### config.mk
export PLATFORM = sky130hd
export DESIGN_NAME = magnetometer_hard_iron_calibrator_top
export DESIGN_NICKNAME = d
export VERILOG_FILES = /design/src/hw/rtl/mhic_pkg.sv /design/src/hw/rtl/mhic_axis_unit.sv /design/src/hw/rtl/magnetometer_hard_iron_calibrator_top.sv
export SDC_FILE = /design/constraint.sdc
export NUM_CORES = 2
export LEC_CHECK = 0
export BUFFER_PORTS_ARGS = -buffer_cell sky130_fd_sc_hd__buf_4
export CAP_MARGIN = 20
export CORE_ASPECT_RATIO = 1.75
export CORE_MARGIN = 2
export CORE_UTILIZATION = 50
export CTS_CLUSTER_DIAMETER = 80
export DETAILED_ROUTE_END_ITERATION = 7
export PLACE_DENSITY = 0.66
export REMOVE_ABC_BUFFERS = 1
export SKIP_CTS_REPAIR_TIMING = 1
export SLEW_MARGIN = 20
export SYNTH_ARGS = -nofsm -noshare
export SYNTH_HDL_FRONTEND = slang
export SYNTH_HIERARCHICAL = 1
export SYNTH_SLANG_ARGS = --single-unit
export TNS_END_PERCENT = 1
### constraint.sdc
create_clock -name clk -period 12.4 [get_ports clk]
set_clock_uncertainty 0.05 [all_clocks]
set_input_delay 0.62 -clock clk [delete_from_list [all_inputs] [get_ports clk]]
set_output_delay 0.62 -clock clk [all_outputs]
set_load 0.005 [all_outputs]
### src/hw/rtl/mhic_pkg.sv
// Shared types and constants for the magnetometer hard-iron calibrator.
`timescale 1ns / 1ps
`default_nettype none

package mhic_pkg;

    localparam int AXIS_W   = 16;
    localparam int BYTE_W   = 8;
    localparam int OFFSET_W = AXIS_W + 1;
    localparam int CFG_W    = 16;
    localparam int CFG_IDX_W = 2;

    // Tracker restart values
    localparam logic signed [AXIS_W-1:0] TRACK_MIN_RESET = 16'sd32767;
    localparam logic signed [AXIS_W-1:0] TRACK_MAX_RESET = -16'sd32767;

    // Register reset values
    localparam logic [CFG_W-1:0] CAL_COUNT_RESET = 16'd64;
    localparam logic [CFG_W-1:0] SCALE_RESET     = 16'd4096;

    // Configuration register indexes
    typedef enum logic [CFG_IDX_W-1:0] {
        REG_CAL_COUNT = 2'd0,
        REG_SCALE_X   = 2'd1,
        REG_SCALE_Y   = 2'd2,
        REG_SCALE_Z   = 2'd3
    } cfg_reg_t;

    // Sample kinds
    typedef enum logic {
        OP_CALIBRATE = 1'b0,
        OP_MEASURE   = 1'b1
    } op_t;

    // Control from the top level to each axis unit
    typedef struct packed {
        logic fire;     // transaction moves from input to result register
        logic cal;      // calibration sample
        logic commit;   // this sample closes the run
    } axis_ctrl_t;

endpackage

`default_nettype wire

### src/hw/rtl/mhic_axis_unit.sv
// One axis: min/max tracking, offset store and scaled offset correction.
`timescale 1ns / 1ps
`default_nettype none

module mhic_axis_unit
    import mhic_pkg::*;
(
    input  wire logic                     clk,
    input  wire logic                     rst_n,
    input  wire axis_ctrl_t               ctrl,
    input  wire logic [BYTE_W-1:0]        low_byte,
    input  wire logic [BYTE_W-1:0]        high_byte,
    input  wire logic [CFG_W-1:0]         scale,
    output logic signed [AXIS_W-1:0]      result,
    output logic                          clipped
);

    localparam int DIFF_W = OFFSET_W + 1;
    localparam int PROD_W = CFG_W + 1 + DIFF_W;
    localparam int SHIFT  = 13;
    localparam int QUOT_W = PROD_W - SHIFT;

    logic signed [AXIS_W-1:0]   min_reg, min_next;
    logic signed [AXIS_W-1:0]   max_reg, max_next;
    logic signed [OFFSET_W-1:0] offset_reg, offset_next;

    logic signed [AXIS_W-1:0]   axis;
    logic signed [AXIS_W-1:0]   min_v, max_v;
    logic signed [DIFF_W-1:0]   diff;
    logic signed [PROD_W-1:0]   prod;
    logic signed [PROD_W-1:0]   prod_biased;
    logic signed [QUOT_W-1:0]   quot;
    logic signed [AXIS_W-1:0]   corrected;
    logic                       clip;

    // Raw axis and updated trackers
    always_comb
    begin
        axis  = $signed({high_byte, low_byte});
        min_v = (axis < min_reg) ? axis : min_reg;
        max_v = (axis > max_reg) ? axis : max_reg;
    end

    // Tracker and offset next state
    always_comb
    begin
        min_next    = min_reg;
        max_next    = max_reg;
        offset_next = offset_reg;
        if (ctrl.fire && ctrl.cal)
        begin
            if (ctrl.commit)
            begin
                offset_next = OFFSET_W'(min_v) + OFFSET_W'(max_v);
                min_next    = TRACK_MIN_RESET;
                max_next    = TRACK_MAX_RESET;
            end
            else
            begin
                min_next = min_v;
                max_next = max_v;
            end
        end
    end

    always_ff @(posedge clk or negedge rst_n)
    begin
        if (!rst_n)
        begin
            min_reg    <= TRACK_MIN_RESET;
            max_reg    <= TRACK_MAX_RESET;
            offset_reg <= '0;
        end
        else
        begin
            min_reg    <= min_next;
            max_reg    <= max_next;
            offset_reg <= offset_next;
        end
    end

    // Correction in half units: scale * (2*axis - offset_half) / 8192, toward zero
    always_comb
    begin
        diff        = DIFF_W'($signed({axis, 1'b0})) - DIFF_W'(offset_reg);
        prod        = $signed({1'b0, scale}) * diff;
        prod_biased = prod + (prod[PROD_W-1] ? PROD_W'((1 << SHIFT) - 1) : '0);
        quot        = QUOT_W'(prod_biased >>> SHIFT);
        clip        = 1'b0;
        if (quot > QUOT_W'(32767))
        begin
            corrected = 16'sh7FFF;
            clip      = 1'b1;
        end
        else if (quot < -QUOT_W'(32768))
        begin
            corrected = 16'sh8000;
            clip      = 1'b1;
        end
        else
        begin
            corrected = quot[AXIS_W-1:0];
        end
    end

    // Calibration samples pass the raw axis through
    always_comb
    begin
        result  = ctrl.cal ? axis : corrected;
        clipped = !ctrl.cal && clip;
    end

endmodule

`default_nettype wire

### src/hw/rtl/magnetometer_hard_iron_calibrator_top.sv
// Top level of the magnetometer hard-iron calibrator.
// Takes one sample transaction per clock cycle while in_ready is high. A sample
// is held in an input register, processed by one compare/add and one 17x18
// multiply per axis, and written to the result register, so out_valid rises
// after the sample has passed the input register and then the result register.
// in_ready drops only while the input register is full and its result cannot
// move into a stalled result register; the throughput is one sample per cycle
// while the output is not stalled.
// Calibration samples (op 0) update per-axis min/max; the sample that reaches
// calibration_count (0 counts as 1) commits offset = (max+min)/2 and restarts
// the run. Measurement samples (op 1) return scale*(axis-offset) in Q4.12,
// truncated toward zero and clipped to 16 bits. Registers are written through
// cfg_we/cfg_index/cfg_data and must only be changed while the block is idle.
`timescale 1ns / 1ps
`default_nettype none

module magnetometer_hard_iron_calibrator_top
    import mhic_pkg::*;
(
    input  wire logic                    clk,
    input  wire logic                    rst_n,
    // Configuration write port
    input  wire logic                    cfg_we,
    input  wire logic [CFG_IDX_W-1:0]    cfg_index,
    input  wire logic [CFG_W-1:0]        cfg_data,
    // Sample input
    input  wire logic                    in_valid,
    output logic                         in_ready,
    input  wire logic                    op,
    input  wire logic [BYTE_W-1:0]       x_low_byte,
    input  wire logic [BYTE_W-1:0]       x_high_byte,
    input  wire logic [BYTE_W-1:0]       y_low_byte,
    input  wire logic [BYTE_W-1:0]       y_high_byte,
    input  wire logic [BYTE_W-1:0]       z_low_byte,
    input  wire logic [BYTE_W-1:0]       z_high_byte,
    // Result output
    output logic                         out_valid,
    input  wire logic                    out_ready,
    output logic signed [AXIS_W-1:0]     x_out,
    output logic signed [AXIS_W-1:0]     y_out,
    output logic signed [AXIS_W-1:0]     z_out,
    output logic                         offsets_committed,
    output logic                         saturated
);

    // Configuration registers
    logic [CFG_W-1:0] cal_count_reg;
    logic [CFG_W-1:0] scale_x_reg, scale_y_reg, scale_z_reg;

    // Input stage
    logic              s1_valid_reg, s1_valid_next;
    op_t               op_reg;
    logic [BYTE_W-1:0] xl_reg, xh_reg, yl_reg, yh_reg, zl_reg, zh_reg;

    // Run counter
    logic [CFG_W-1:0]  samples_seen_reg, samples_seen_next;

    // Result stage
    logic              out_valid_reg, out_valid_next;
    logic signed [AXIS_W-1:0] x_out_reg, y_out_reg, z_out_reg;
    logic              committed_reg, saturated_reg;

    logic              accept;
    logic              advance;
    logic [CFG_W-1:0]  target;
    logic              commit;
    axis_ctrl_t        ctrl;
    logic signed [AXIS_W-1:0] x_res, y_res, z_res;
    logic              x_clip, y_clip, z_clip;

    // Configuration writes
    always_ff @(posedge clk or negedge rst_n)
    begin
        if (!rst_n)
        begin
            cal_count_reg <= CAL_COUNT_RESET;
            scale_x_reg   <= SCALE_RESET;
            scale_y_reg   <= SCALE_RESET;
            scale_z_reg   <= SCALE_RESET;
        end
        else if (cfg_we)
        begin
            case (cfg_reg_t'(cfg_index))
                REG_CAL_COUNT: cal_count_reg <= cfg_data;
                REG_SCALE_X:   scale_x_reg   <= cfg_data;
                REG_SCALE_Y:   scale_y_reg   <= cfg_data;
                REG_SCALE_Z:   scale_z_reg   <= cfg_data;
                default:       cal_count_reg <= cal_count_reg;
            endcase
        end
    end

    // Handshake: input stage drains whenever the result register is free
    always_comb
    begin
        advance        = s1_valid_reg && (!out_valid_reg || out_ready);
        in_ready       = !s1_valid_reg || advance;
        accept         = in_valid && in_ready;
        s1_valid_next  = accept || (s1_valid_reg && !advance);
        out_valid_next = advance || (out_valid_reg && !out_ready);
    end

    // Run completion check
    always_comb
    begin
        target = (cal_count_reg == '0) ? CFG_W'(1) : cal_count_reg;
        commit = ({1'b0, samples_seen_reg} + 17'd1) >= {1'b0, target};
        ctrl.fire   = advance;
        ctrl.cal    = (op_reg == OP_CALIBRATE);
        ctrl.commit = commit;
        samples_seen_next = samples_seen_reg;
        if (advance && ctrl.cal)
        begin
            samples_seen_next = commit ? '0 : samples_seen_reg + CFG_W'(1);
        end
    end

    // Control registers
    always_ff @(posedge clk or negedge rst_n)
    begin
        if (!rst_n)
        begin
            s1_valid_reg     <= 1'b0;
            out_valid_reg    <= 1'b0;
            samples_seen_reg <= '0;
        end
        else
        begin
            s1_valid_reg     <= s1_valid_next;
            out_valid_reg    <= out_valid_next;
            samples_seen_reg <= samples_seen_next;
        end
    end

    // Input payload register
    always_ff @(posedge clk)
    begin
        if (accept)
        begin
            op_reg <= op_t'(op);
            xl_reg <= x_low_byte;
            xh_reg <= x_high_byte;
            yl_reg <= y_low_byte;
            yh_reg <= y_high_byte;
            zl_reg <= z_low_byte;
            zh_reg <= z_high_byte;
        end
    end

    // Per-axis datapaths
    mhic_axis_unit u_axis_x (
        .clk       (clk),
        .rst_n     (rst_n),
        .ctrl      (ctrl),
        .low_byte  (xl_reg),
        .high_byte (xh_reg),
        .scale     (scale_x_reg),
        .result    (x_res),
        .clipped   (x_clip)
    );

    mhic_axis_unit u_axis_y (
        .clk       (clk),
        .rst_n     (rst_n),
        .ctrl      (ctrl),
        .low_byte  (yl_reg),
        .high_byte (yh_reg),
        .scale     (scale_y_reg),
        .result    (y_res),
        .clipped   (y_clip)
    );

    mhic_axis_unit u_axis_z (
        .clk       (clk),
        .rst_n     (rst_n),
        .ctrl      (ctrl),
        .low_byte  (zl_reg),
        .high_byte (zh_reg),
        .scale     (scale_z_reg),
        .result    (z_res),
        .clipped   (z_clip)
    );

    // Result payload register
    always_ff @(posedge clk)
    begin
        if (advance)
        begin
            x_out_reg     <= x_res;
            y_out_reg     <= y_res;
            z_out_reg     <= z_res;
            committed_reg <= ctrl.cal && commit;
            saturated_reg <= x_clip || y_clip || z_clip;
        end
    end

    assign out_valid         = out_valid_reg;
    assign x_out             = x_out_reg;
    assign y_out             = y_out_reg;
    assign z_out             = z_out_reg;
    assign offsets_committed = committed_reg;
    assign saturated         = saturated_reg;

endmodule

`default_nettype wire

* Word level (Yosys, flattened, before mapping)
Index checks and enable logic that the tools add are counted.
Cells by class: reduce and logical (&&, ||, !) cells 26, bitwise operators 1, equal/unequal tests 3, multiplexer cells 32, magnitude comparators 13, add/sub/neg operators 11, multipliers 3
Operator list (number):
- $mux W16 | 23
- $add A35 B35 Y35 | 3
- $mul A17 B18 Y35 | 3
- $gt A22 B16 Y1 const B | 3
- $lt A22 B16 Y1 const B | 3
- $sub A17 B17 Y18 | 3
- $add A16 B16 Y17 | 3
- $gt A16 B16 Y1 | 3
- $lt A16 B16 Y1 | 3
- $mux W13 | 3
- $add A16 B1 Y17 const B | 1
- $ge A17 B16 Y1 | 1
- $add A16 B1 Y16 const B | 1
- $logic_not A16 Y1 | 1
- $reduce_and A2 Y1 | 5
- $logic_and A1 B1 Y1 | 9
- $logic_or A1 B1 Y1 | 6
- $mux W1 | 6
- $eq A2 B2 Y1 const B | 2
- $logic_not A1 Y1 | 4
- $eq A2 B1 Y1 const B | 1
- $logic_not A2 Y1 | 1
- $not A1 Y1 | 1
Word-level totals: register bits after elaboration 328

* Depth between registers and ports, before layout
depth after elaboration 10, depth in mapped cells 50, depth with buffers taken out 48

* Modules after synthesis
The synthesis kept the hierarchy.
Modules (own cells, without submodules):
- mhic_axis_unit at u_axis_y | instances 1, cells an instance 2025, area an instance 17366.7 µm², seq. area each 1247.4 µm²
- mhic_axis_unit at u_axis_x | instances 1, cells an instance 1957, area an instance 16638.5 µm², seq. area each 1247.4 µm²
- mhic_axis_unit at u_axis_z | instances 1, cells an instance 1883, area an instance 16170.5 µm², seq. area each 1247.4 µm²
- magnetometer_hard_iron_calibrator_top | instances 1, cells an instance 438, area an instance 6849.1 µm², seq. area each 5029.8 µm²

* Worst setup path after synthesis
OpenSTA, ideal clock, no wires.
kind register to register, start point register xl_reg[0], end point register x_out_reg[13] (netlist: x_out[13]) (data pin), clock period less this slack 11.082 ns, arrival 10.771 ns, path slack 1.318 ns, cell stages (with the launch flop) 46, setup time 0.261 ns, path through edfxtp_1 > ha_1 > nor2b_1 > o21ai_0 > a21boi_1 > o21ai_0 > a21boi_1 > o21ai_0 > a21boi_0 > o21ai_1 > a21oi_1 > o2111ai_1 > a32o_1 > clkbuf_1 > nand2_1 > fa_1 > inv_1 > fa_1 > [... 10 more ...] > a21boi_0 > a311oi_1 > and3_1 > o21ai_1 > o211ai_2 > inv_1 > ha_1 > nand2_1 > nor2_1 > o21a_1 > o21ai_0 > or4_1 > a21oi_2 > nand4_1 > nor3b_1 > o211ai_1 > a21oi_2 > a221o_1
On the way: word-level cells in the longest chain between the ends 8, elaborated cells on any way between the ends 9, classes of those cells add/sub: 2; mul: 1; order compare: 2; mux: 4
Ends and longest elaborated chain:
- start: declaration | RTL line magnetometer_hard_iron_calibrator_top.sv:53 | logic [BYTE_W-1:0] xl_reg, xh_reg, yl_reg, yh_reg, zl_reg, zh_reg;
- start signal: assignment | RTL line magnetometer_hard_iron_calibrator_top.sv:141 | xl_reg <= x_low_byte;
- $sub A17 B17 Y18 * | RTL line mhic_axis_unit.sv:85 | diff = DIFF_W'($signed({axis, 1'b0})) - DIFF_W'(offset_reg);
- $mul A17 B18 Y35 * | RTL line mhic_axis_unit.sv:86 | prod = $signed({1'b0, scale}) * diff;
- $mux W13 | RTL line mhic_axis_unit.sv:87 | prod_biased = prod + (prod[PROD_W-1] ? PROD_W'((1 << SHIFT) - 1) : '0);
- $add A35 B35 Y35 * | RTL line mhic_axis_unit.sv:87
- $lt A22 B16 Y1 | RTL line mhic_axis_unit.sv:95 | else if (quot < -QUOT_W'(32768))
- $mux W16 | RTL line mhic_axis_unit.sv:95
- $mux W16 * | RTL line mhic_axis_unit.sv:90 | if (quot > QUOT_W'(32767))
- $mux W16 * | RTL line mhic_axis_unit.sv:109 | result = ctrl.cal ? axis : corrected;
- via x_res[13] | RTL line magnetometer_hard_iron_calibrator_top.sv:68 | logic signed [AXIS_W-1:0] x_res, y_res, z_res;
- end signal: assignment | RTL line magnetometer_hard_iron_calibrator_top.sv:189 | x_out_reg <= x_res;
- end: declaration | RTL line magnetometer_hard_iron_calibrator_top.sv:60 | logic signed [AXIS_W-1:0] x_out_reg, y_out_reg, z_out_reg;
The timed path passes the listed nets; every way through them passes the cells marked *. A chain may end at the register's enable or synchronous reset.

* Worst setup path after layout
start point register yl_reg[0], end point register saturated_reg (netlist: saturated) (data pin)
On the way: word-level cells in the longest chain between the ends 10, elaborated cells on any way between the ends 11, classes of those cells add/sub: 2; mul: 1; order compare: 2; mux: 3; reduce/logical: 3
Ends and longest elaborated chain:
- start: declaration | RTL line magnetometer_hard_iron_calibrator_top.sv:53
- start signal: assignment | RTL line magnetometer_hard_iron_calibrator_top.sv:143 | yl_reg <= y_low_byte;
- $sub A17 B17 Y18 * | RTL line mhic_axis_unit.sv:85
- $mul A17 B18 Y35 * | RTL line mhic_axis_unit.sv:86
- $mux W13 | RTL line mhic_axis_unit.sv:87
- $add A35 B35 Y35 * | RTL line mhic_axis_unit.sv:87
- $lt A22 B16 Y1 | RTL line mhic_axis_unit.sv:95
- $mux W1 | RTL line mhic_axis_unit.sv:95
- $mux W1 * | RTL line mhic_axis_unit.sv:90
- $logic_and A1 B1 Y1 * | RTL line mhic_axis_unit.sv:110 | clipped = !ctrl.cal && clip;
- via y_clip | RTL line magnetometer_hard_iron_calibrator_top.sv:69 | logic x_clip, y_clip, z_clip;
- $logic_or A1 B1 Y1 * (2 in a row) | RTL line magnetometer_hard_iron_calibrator_top.sv:193 | saturated_reg <= x_clip || y_clip || z_clip;
- end signal: assignment | RTL line magnetometer_hard_iron_calibrator_top.sv:193
- end: declaration | RTL line magnetometer_hard_iron_calibrator_top.sv:61 | logic committed_reg, saturated_reg;
Marks and branches as above.

==> key figures <==
Floorplanning
  • Initial core utilization: 50.5%
  • Width of the die: 259 um
  • Core footprint: 113000 um2
  • I/O pins: 124
  • Rows: 163
  • Full die area: 117000 um2
  • Die Span Y: 451 um

Timing
  • Max Fclk: 0.0845 GHz
  • Slew Viols, Final: 0
  • Fin crit period: 11.83 ns
  • Slew at the pin closest to its max-slew limit: 1.19 ns
  • Crit share post-route: 95.4%
  • Fin. Hold Viols: 0
  • Setup violations, final: 0
  • Slew Limit Headroom: 20.6%
  • Hold WS: 0.0266 ns

Setup path
  • Crit path launch type: register
  • Max incr delay on CP: 0.77 ns
  • Most common cell on crit path: fa_1
  • Top delay family on crit path: compound AO/OA/AOI/OAI gates
  • CP Class: register to register
  • Crit path arrival time: 12.23 ns
  • WP buf/inv: 5
  • CP Capture Type: register
  • Critical Path Fanout Max: 16
  • CP required: 12.79 ns
  • Worst path slowest cell: a211oi_1

CTS
  • CTS H-tree lvls: 2
  • Clock root buffer master: clkbuf_16
  • CTS Buf Count: 38
  • Clock net sink count: 328
  • CTS tree: done
  • Clock-pin slew on the worst setup and hold paths: 0.06 ns
  • Worst skew pair latency: 0.59 ns
  • Longest Clk Path Bufs: 3

Cells and area
  • Fraction of final layout cells with drive strength greater than 1: 9.58%
  • Final nets: 7764
  • Final core utilization: 54.3%
  • Final non-filler cell total: 7853
  • Area Growth Syn to Fin: 7.57%

Synthesis
  • Seq/Total Area, Yosys: 15.4%
  • Synth area leaders: fa_1 (30%), ha_1 (11%), inv_1 (8.0%)
  • Share of the synthesized area in the top cell type: 30.3%
  • Largest area contributor in the netlist: fa_1
  • Top cells by count, synth: inv_1 (1209), fa_1 (864), nand2_1 (837), ha_1 (491), and2_1 (337)
  • Syn. warnings: 6
  • Distinct cell type count after synthesis: 115
  • Synth Area per Inst: 9.05 um2
  • Gate Count Post-Synth: 6303
  • Fraction of registers with async set/reset: 69.8%
  • Cell Area, Synth: 57000 um2
  • Synth Register Bits: 328
  • Number of synthesized flops with an enable pin: 99
  • Most common cell in the netlist: inv_1
  • Top FF cell, synth: dfrtp_1

Global route
  • Vias in the first global route: 47875
  • First-pass GRT wire length: 253 mm
  • Antenna violations before repair: 3
  • GRT overflow: 0
  • Largest net degree at the start of global routing: 97
  • Global Route Usage Sum: 27.7%

Placement
  • Final GP Congestion: 0.921
  • Dpl hpwl: 127 mm
  • Port buffer count: 123
  • Placed insts: 7774

Route
  • Residual DRC: 0
  • Drt pass-1 iters: 5
  • Vias: 44305
  • Routed len/inst: 20.1 um
  • Antenna Nets Post-Route: 0
  • Total length of routed wires: 158 mm
  • Vias per Instance: 5.64
  • DRT iter0 DRCs: 2388

Worst hold path
  • Worst Hold Class: primary input to asynchronous set/reset pin

Status
  • Status: finished, final reports clean

Flow run
  • MaxCap Viol Count: 0
## layer usage
metal  track usage (%)  wire (um)  part of all wire (%)  up-vias
li1                  -          -                     -    20290
met1              29.6      55500                    35    22288
met2              52.4      86000                    54     1245
met3              3.20       6930                   4.4      478
met4              14.9       9740                   6.2        4
met5                 0         18                 0.011        -
## cell families after synthesis
logic type | Yosys count | synth area share, %
AO/OA/AOI/OAI | 970 | 11.5
XOR/XNOR | 238 | 3.74
adder cells (fa/ha/maj) | 1368 | 41.3
buffers and inverters | 1466 | 9.75
flip-flops | 328 | 15.4
multiplexers | 140 | 2.74
AND/OR/NAND/NOR | 1793 | 15.5
## layout make-up
class | count | area [um2]
diodes | 1 | 2.50
clock buffers | 52 | 1060
clock inverters | 18 | 193
fillers | 10525 | 51600
inverters | 1211 | 4550
multi-input cells | 4509 | 43000
flip-flops and latches | 328 | 8770
well taps | 1485 | 1860
repair buffers | 249 | 1910
## cells in the final DEF, fill, tap and decap left out, types with 14 or more instances in the layout
cell / instances
o21ai_0: 200
dfrtp_1: 174
o22a_1: 19
nand2_1: 835
nor2b_1: 89
o21a_1: 27
o22ai_1: 46
clkbuf_16: 39
xnor2_1: 142
o21bai_1: 30
ha_1: 489
edfxtp_1: 99
nand2b_1: 39
mux2_2: 119
nand3_1: 72
nor3_1: 44
nand4_1: 32
a21oi_1: 195
or3_1: 14
and3_1: 27
fa_1: 860
mux2i_1: 19
nor2_1: 157
a22o_1: 36
dfstp_2: 55
buf_4: 245
nor4_1: 30
a211oi_1: 27
a22oi_1: 40
and2_1: 335
a21o_1: 76
o211ai_1: 42
a31oi_1: 21
o21ai_1: 25
xor2_1: 85
inv_1: 1207
nand3b_1: 17
## path summary, 6_finish.rpt
check	from	to	slack, ns	cells after the start
worst max register to register	yl_reg[0]	saturated	0.57	44
min in group clk	x_low_byte[4]	xl_reg[4]	0.15	1
worst min register to register	u_axis_x/offset_reg[5]	u_axis_x/offset_reg[5]	0.43	2
worst min-delay path	rst_n	u_axis_x/max_reg[14]	0.03	1
worst max-delay path	yl_reg[0]	saturated	0.57	44
max in group asynchronous	rst_n	u_axis_z/offset_reg[3]	9.96	3
## per-stage QoR
step | setup slack, ns | area, um2 | TNS [ns]
after floorplan | 0.925 | 56000 | 0
after global placement | 0.334 | 59800 | 0
after detailed placement | 0.0965 | 59800 | 0
after CTS | 0.0355 | 61100 | 0
after global routing | -0.00874 | 61300 | -0.00874
final | 0.565 | 61300 | 0
Power is left out: the tool's default activity adds up to more than one toggle a clock period on the data nets, which glitch-free logic cannot reach.
